`config.mk`:
```
export PLATFORM = sky130hd
export DESIGN_NAME = pcrx_front
export DESIGN_NICKNAME = d
export VERILOG_FILES = /design/src/hdl/pcrx_pkg.sv /design/src/hdl/pcrx_front.sv
export SDC_FILE = /design/constraint.sdc
export NUM_CORES = 1
export LEC_CHECK = 0
export ABC_CLOCK_PERIOD_IN_PS = 6830
export BUFFER_PORTS_ARGS = -buffer_cell sky130_fd_sc_hd__buf_2
export CAP_MARGIN = 25
export CORE_MARGIN = 1.5
export CORE_UTILIZATION = 39
export CTS_CLUSTER_SIZE = 30
export DETAILED_ROUTE_END_ITERATION = 10
export HOLD_SLACK_MARGIN = 0.08
export SYNTH_ARGS = -nofsm -noshare
export SYNTH_HDL_FRONTEND = slang
export SYNTH_SLANG_ARGS = --single-unit
```
`constraint.sdc`:
```
create_clock -name i_clk -period 6.83 [get_ports i_clk]
set_clock_uncertainty 0.05 [all_clocks]
set_input_delay 0.683 -clock i_clk [delete_from_list [all_inputs] [get_ports i_clk]]
set_output_delay 0.683 -clock i_clk [all_outputs]
set_load 0.01 [all_outputs]
```
`src/hdl/pcrx_pkg.sv`:
```
// Shared types, constants and functions for the measurement extend engine.
// No dependencies.
`timescale 1ns / 1ps
package pcrx_pkg;
    localparam int PCR_BYTES = 32;

    localparam logic CMD_BYTE = 1'b0;
    localparam logic CMD_END  = 1'b1;

    // Which compression the back part is running.
    localparam logic [1:0] PH_EVENT      = 2'd0;
    localparam logic [1:0] PH_EVENT_LAST = 2'd1;
    localparam logic [1:0] PH_EXT_MSG    = 2'd2;
    localparam logic [1:0] PH_EXT_PAD    = 2'd3;

    typedef struct packed {
        logic       cmd;
        logic [7:0] data_byte;
    } t_in_item;

    typedef struct packed {
        logic [63:0] pcr_word;
        logic [1:0]  word_index;
        logic        last_word;
    } t_out_item;

    // Queue entry from the front part: a byte to absorb or an end-of-event marker.
    typedef struct packed {
        logic       is_end;
        logic [7:0] data_byte;
    } t_work;

    typedef enum logic [2:0] {
        S_IDLE, S_PAD, S_COMP_LOAD, S_COMP_RUN, S_COMP_ADD, S_EXT_LOAD, S_EMIT
    } t_state;

    localparam logic [31:0] INIT_H [8] = '{
        32'h6a09e667, 32'hbb67ae85, 32'h3c6ef372, 32'ha54ff53a,
        32'h510e527f, 32'h9b05688c, 32'h1f83d9ab, 32'h5be0cd19
    };

    localparam logic [31:0] ROUND_K [64] = '{
        32'h428a2f98, 32'h71374491, 32'hb5c0fbcf, 32'he9b5dba5, 32'h3956c25b, 32'h59f111f1,
        32'h923f82a4, 32'hab1c5ed5, 32'hd807aa98, 32'h12835b01, 32'h243185be, 32'h550c7dc3,
        32'h72be5d74, 32'h80deb1fe, 32'h9bdc06a7, 32'hc19bf174, 32'he49b69c1, 32'hefbe4786,
        32'h0fc19dc6, 32'h240ca1cc, 32'h2de92c6f, 32'h4a7484aa, 32'h5cb0a9dc, 32'h76f988da,
        32'h983e5152, 32'ha831c66d, 32'hb00327c8, 32'hbf597fc7, 32'hc6e00bf3, 32'hd5a79147,
        32'h06ca6351, 32'h14292967, 32'h27b70a85, 32'h2e1b2138, 32'h4d2c6dfc, 32'h53380d13,
        32'h650a7354, 32'h766a0abb, 32'h81c2c92e, 32'h92722c85, 32'ha2bfe8a1, 32'ha81a664b,
        32'hc24b8b70, 32'hc76c51a3, 32'hd192e819, 32'hd6990624, 32'hf40e3585, 32'h106aa070,
        32'h19a4c116, 32'h1e376c08, 32'h2748774c, 32'h34b0bcb5, 32'h391c0cb3, 32'h4ed8aa4a,
        32'h5b9cca4f, 32'h682e6ff3, 32'h748f82ee, 32'h78a5636f, 32'h84c87814, 32'h8cc70208,
        32'h90befffa, 32'ha4506ceb, 32'hbef9a3f7, 32'hc67178f2
    };

    function automatic logic [31:0] rotr(input logic [31:0] x, input int n);
        rotr = (x >> n) | (x << (32 - n));
    endfunction
endpackage

```
`src/hdl/pcrx_front.sv`:
```
// Front part: accepts input beats, classifies them and queues work entries.
// Depends on pcrx_pkg.
`timescale 1ns / 1ps
module pcrx_front (
    input  logic              i_clk,
    input  logic              i_rst_n,
    input  logic              i_valid,
    output logic              o_stall,
    input  pcrx_pkg::t_in_item i_data,
    output logic              o_work_valid,
    input  logic              i_work_pop,
    output pcrx_pkg::t_work   o_work
);
    import pcrx_pkg::*;

    localparam int DEPTH = 4;

    t_work      r_mem [DEPTH];
    logic [1:0] r_wr, r_rd;
    logic [2:0] r_cnt;
    logic       push;

    assign o_stall      = (r_cnt == 3'(DEPTH));
    assign push         = i_valid && !o_stall;
    assign o_work_valid = (r_cnt != 3'd0);
    assign o_work       = r_mem[r_rd];

    always_ff @(posedge i_clk) begin
        if (push) begin
            r_mem[r_wr].is_end    <= (i_data.cmd == CMD_END);
            r_mem[r_wr].data_byte <= i_data.data_byte;
        end
        if (!i_rst_n) begin
            r_wr  <= '0;
            r_rd  <= '0;
            r_cnt <= '0;
        end else begin
            if (push) r_wr <= r_wr + 2'd1;
            if (i_work_pop) r_rd <= r_rd + 2'd1;
            r_cnt <= r_cnt + 3'(push) - 3'(i_work_pop);
        end
    end
endmodule

```
==> metrics, run 1 <==
Synth warnings=0; Tmin final=2.503 ns; Crit-path slowest cell=dfxtp_1; Startpoint Class=flip-flop; H-tree depth=2; final worst slack=4.327 ns; Crit path arrival time=1.77 ns; Logic pwr share=18.5%; Final Non-Filler Cells=173; Crit Path Class=reg -> out; Via density=4.803; dpl cells=165; outcome=finished, final reports clean; Cell variety after synth=19; 1st-iter DRT viols=44; Worst slew margin=58.59%; Cell Rows=24; commonest non-fill, non-tap cell in the layout=edfxtp_1; RSZ-0062 raised after global routing=false; maxcap violations=0; P per Cell Area=311.3 nW/µm²; clock share of power=25.7%; Worst EP required=6.10 ns; Final ANT Viol Nets=0; Max Slew Vio Count=0; Int Pwr=463.4 µW; slew at the pin with the worst max-slew slack=0.6202 ns; Die Height=70.66 µm; Max stage delay on crit path=0.72 ns; clock buffer depth=2; GRT Total Usage=12.64%; GRT overflow=0; WL met3=129 µm; CTS buffer count=5; Fmax=0.3995 GHz; final hold violation count=0; critical path cell sequence=mux4_2, buf_2; Clock Latency Late Sink=0.29 ns; CP Max Fanout=9; Core Region=4384 µm²; Placement Cell Area=1934 µm²; Crit. End Element=output pin; DRC Markers=0; root buf cell=clkbuf_8; share of cells above drive strength 1=38.84%; Post-Synthesis Cells=94; cts hold-fix bufs=0; met2 WL=1451 µm; drt wl/cell=16.23 µm; initial antenna violation count=0; vias in the first global route=915; crit share post-route=36.65%; die area=4993 µm²; Post-CTS Setup Bufs=0; Synth Area per Inst=18.99 µm²; Highest Signal Layer=met4; fin nets=140; Netlist Area Pre-Place=1785 µm²; post-route cell area=2026 µm²; clock sinks=45; n_diodes=0; Net Switching=167.1 µW; min-delay worst type=reg -> reg; Initial Util=40.72%; via count=831; register bit total from synthesis=45; wire length of the first global-routing pass=4498 µm; Place WS=4.238 ns; clock-pin slew on the worst setup and hold paths=0.08 ns; Sum Neg Setup Slack=0 ns; largest net degree at the start of global routing=16; first drt pass iteration count=2; Port Buffers=23; Metal-1 WL=1175 µm; RD Place Congestion=0.6407; Pleak=0.0007337 µW; sequential share of power=55.8%; dpl hpwl=1871 µm; Post-Syn Nets=114; most frequent cells in the layout=edfxtp_1, buf_2, mux4_2, dfxtp_1, ha_1; io pins=24; final wirelength=2807 µm; maximum vdd ir drop=147.5 µV; switching part of the total=26.50%; area delta synth->final=13.45%; CTS tree=done; cts repair resizes=0; final setup vio count=0; part of the Yosys area used for sequential elements=70.64%; die width=70.66 µm
## flip-flops by register name (all words and copies together), names as in the netlist, named ones only
name   cells
r_wr       2
r_mem     36
r_cnt      3
r_rd       2
## cell usage after synthesis, drive strengths merged
cell type / number / area (µm²)
and2: 9 / 61.31
buf: 2 / 22.52
clkbuf: 2 / 8.750
dfxtp: 9 / 180.2
edfxtp: 36 / 1081
fa: 1 / 20.02
ha: 6 / 75.07
inv: 5 / 18.77
mux2i: 2 / 20.02
mux4: 9 / 202.7
nand2: 5 / 18.77
nor2b: 2 / 15.02
nor3b: 1 / 18.77
or3: 1 / 7.510
xnor2: 3 / 26.28
xor2: 1 / 8.760
## layer usage
metal  up-vias  track usage (%)
met2        21            21.28
li1        396                -
met3         5            4.843
met4         0            5.031
met1       409            14.67
met5         -                0
## cells by family after synthesis
group | after synthesis | synth area share, %
flops | 45 | 70.64
mux | 11 | 12.47
xor+xnor | 4 | 1.963
simple gates | 18 | 6.798
fa+ha+maj | 7 | 5.326
buf+inv | 9 | 2.803
## through the flow
stage               util (%)  hold slack [ns]  power, µW
detailed placement     44.12           0.4378      478.1
finish                 46.20           0.4509      630.5
global route           46.20           0.5027      665.9
CTS                    46.20           0.4500      640.4
global placement       44.12           0.4373      471.3
floorplan                  -           0.4177      440.2
## path summary, 6_finish.rpt
check / cells after the start / slack [ns] / endpoint / start
setup / recovery: 2 / 4.33 / o_work[8] / flip-flop
hold / removal: 2 / 0.45 / r_wr[1]$_SDFFE_PN0P_ / r_wr[1]$_SDFFE_PN0P_
setup reg to reg: 11 / 4.48 / r_cnt[2]$_SDFF_PN0_ / r_cnt[1]$_SDFF_PN0_
hold reg to reg: 2 / 0.45 / r_wr[1]$_SDFFE_PN0P_ / r_wr[1]$_SDFFE_PN0P_
## critical path, delay by kind of cell (launching register included)
kind	cells	cell delay, ns
buffers and inverters	1	0.16
flip-flops	1	0.72
multiplexers	1	0.60
## cell type report
cell class	instances	area, µm²
Timing Repair Buffer	23	115.1
Sequential cell	45	1261
Inverter	5	18.77
Clock inverter	3	22.52
Multi-Input combinational cell	40	474.2
Fill cell	380	2359
Clock buffer	5	68.82
Tap cell	52	65.06
## power groups by stage
| stage | Combinational, µW | Clock (µW) | Sequential, µW |
|---|---|---|---|
| final | 117 | 162 | 352 |
| after global routing | 130 | 180 | 356 |
| after CTS | 120 | 168 | 353 |
| after detailed placement | 119 | 0 | 359 |
| after global placement | 115 | 0 | 357 |
| after floorplan | 90.8 | 0 | 349 |
No activity file was read; power rests on OpenSTA's default activity.
==> inputs of run 2 (changes only) <==
- ABC_CLOCK_PERIOD_IN_PS: 6830 -> 2500
- clock period: 6.83 -> 2.5 ns (I/O delays scaled with it)
==> metrics, run 2 (synthesized netlist as in run 1, its figures left out) <==
Largest register FFs=36; most frequent cells in the layout=edfxtp_1, buf_2, mux4_2, dfxtp_1, ha_1; RSZ-0062 raised after global routing=false; # fillers=391; first drt pass iteration count=4; Worst EP required=2.64 ns; n_diodes=0; cts hold-fix bufs=0; crit share post-route=88.56%; root buf cell=clkbuf_8; P per Cell Area=879.4 nW/µm²; clock-pin slew on the worst setup and hold paths=0.08 ns; Final ANT Viol Nets=0; maximum vdd ir drop=536.3 µV; H-tree depth=2; biggest regs=r_mem: 36 flops, r_cnt: 3 flops; Sum Neg Setup Slack=0 ns; Crit. End Element=flip-flop; Net Switching=437.1 µW; final setup vio count=0; io pins=24; outcome=finished, final reports clean; die area=4993 µm²; share of cells above drive strength 1=38.21%; initial antenna violation count=0; area delta synth->final=15.14%; GRT Total Usage=12.22%; fin nets=142; CTS tree=done; switching part of the total=24.18%; slew at the pin with the worst max-slew slack=0.4786 ns; clock buffer depth=2; Worst slew margin=68.05%; Port Buffers=23; cts repair resizes=0; final hold violation count=0; Die Height=70.66 µm; DRC Markers=0; 1st-iter DRT viols=46; largest net degree at the start of global routing=14; Post-CTS Setup Bufs=0; CTS buffer count=5; Clock Latency Late Sink=0.29 ns; Int Pwr=1371 µW; GRT overflow=0; Crit path arrival time=2.36 ns; Via density=4.863; die width=70.66 µm; dpl hpwl=1922 µm; min-delay worst type=in -> reg; Logic pwr share=18.6%; via count=851; Max Slew Vio Count=0; Crit Path Class=reg -> reg; RD Place Congestion=0.6957; Fmax=0.4517 GHz; Min Hold Slack=0.1194 ns; clock share of power=28.7%; maxcap violations=0; final wirelength=2735 µm; Core Region=4384 µm²; commonest non-fill, non-tap cell in the layout=edfxtp_1; drt wl/cell=15.63 µm; clock sinks=45; sequential share of power=52.7%; CP Max Fanout=4; Cell Rows=24; wire length of the first global-routing pass=4381 µm; Startpoint Class=flip-flop; Tmin final=2.214 ns; Initial Util=40.72%; Reg with most FFs=r_mem; vias in the first global route=890; Pleak=0.0007484 µW
[run 2: cell types whose count changed in the layout (fill, tap and decap cells not counted)]
cell / delta
clkinv_1: +1
clkbuf_1: +1
buf_4: +2
clkinv_4: -2
clkinv_2: -1
bufinv_16: +1
[run 2: cell type report]
class	instances	area [µm²]	area share (%)
Inverter	5	18.77	0.9130
Clock inverter	2	33.78	1.643
Sequential cell	45	1261	61.35
Timing Repair Buffer	25	130.1	6.330
Tap cell	52	65.06	3.165
Multi-Input combinational cell	40	474.2	23.07
Clock buffer	6	72.57	3.530
[run 2: worst paths after layout]
check                             from                    end  slack [ns]  cells past startpoint
setup / recovery   r_cnt[1]$_SDFF_PN0_    r_cnt[2]$_SDFF_PN0_        0.29                     11
hold / removal               i_data[2]  r_mem[3][2]$_DFFE_PP_        0.12                      1
setup reg to reg   r_cnt[1]$_SDFF_PN0_    r_cnt[2]$_SDFF_PN0_        0.29                     11
hold reg to reg   r_wr[1]$_SDFFE_PN0P_   r_wr[1]$_SDFFE_PN0P_        0.45                      2
[run 2: through the flow]
| stage | cells | utilization (%) | area, µm² | setup slack [ns] | power, µW |
|---|---|---|---|---|---|
| floorplan | 94 | - | 1785 | 0.2960 | 1203 |
| global placement | 167 | 44.46 | 1949 | 0.4268 | 1298 |
| detailed placement | 167 | 44.46 | 1949 | 0.2918 | 1319 |
| CTS | 175 | 46.89 | 2056 | 0.2684 | 1840 |
| global route | 175 | 46.89 | 2056 | 0.1066 | 1898 |
| finish | 175 | 46.89 | 2056 | 0.2860 | 1808 |
[run 2: power by group through the flow]
stage	logic [µW]	clock network, µW	registers (µW)
final	336	518	954
after global routing	374	561	962
after CTS	347	537	956
after detailed placement	345	0	973
after global placement	333	0	965
after floorplan	248	0	955
[run 2: worst max-delay path, cell delays in order (launching register included)]
cell and delay [ns]:
dfxtp_1 0.47, nor3b_4 0.09, nor2b_2 0.14, inv_1 0.05, ha_1 0.26, inv_1 0.05
ha_1 0.13, inv_1 0.05, fa_1 0.37, xnor2_1 0.22, xnor2_1 0.09, and2_1 0.16
[run 2: metal layers]
metal | vias up | track usage (%) | part of all wire, %
li1 | 402 | - | -
met1 | 420 | 13.63 | 41
met2 | 21 | 20.65 | 51
met3 | 8 | 3.989 | 5.2
met4 | 0 | 6.918 | 2.6
met5 | - | 0 | 0
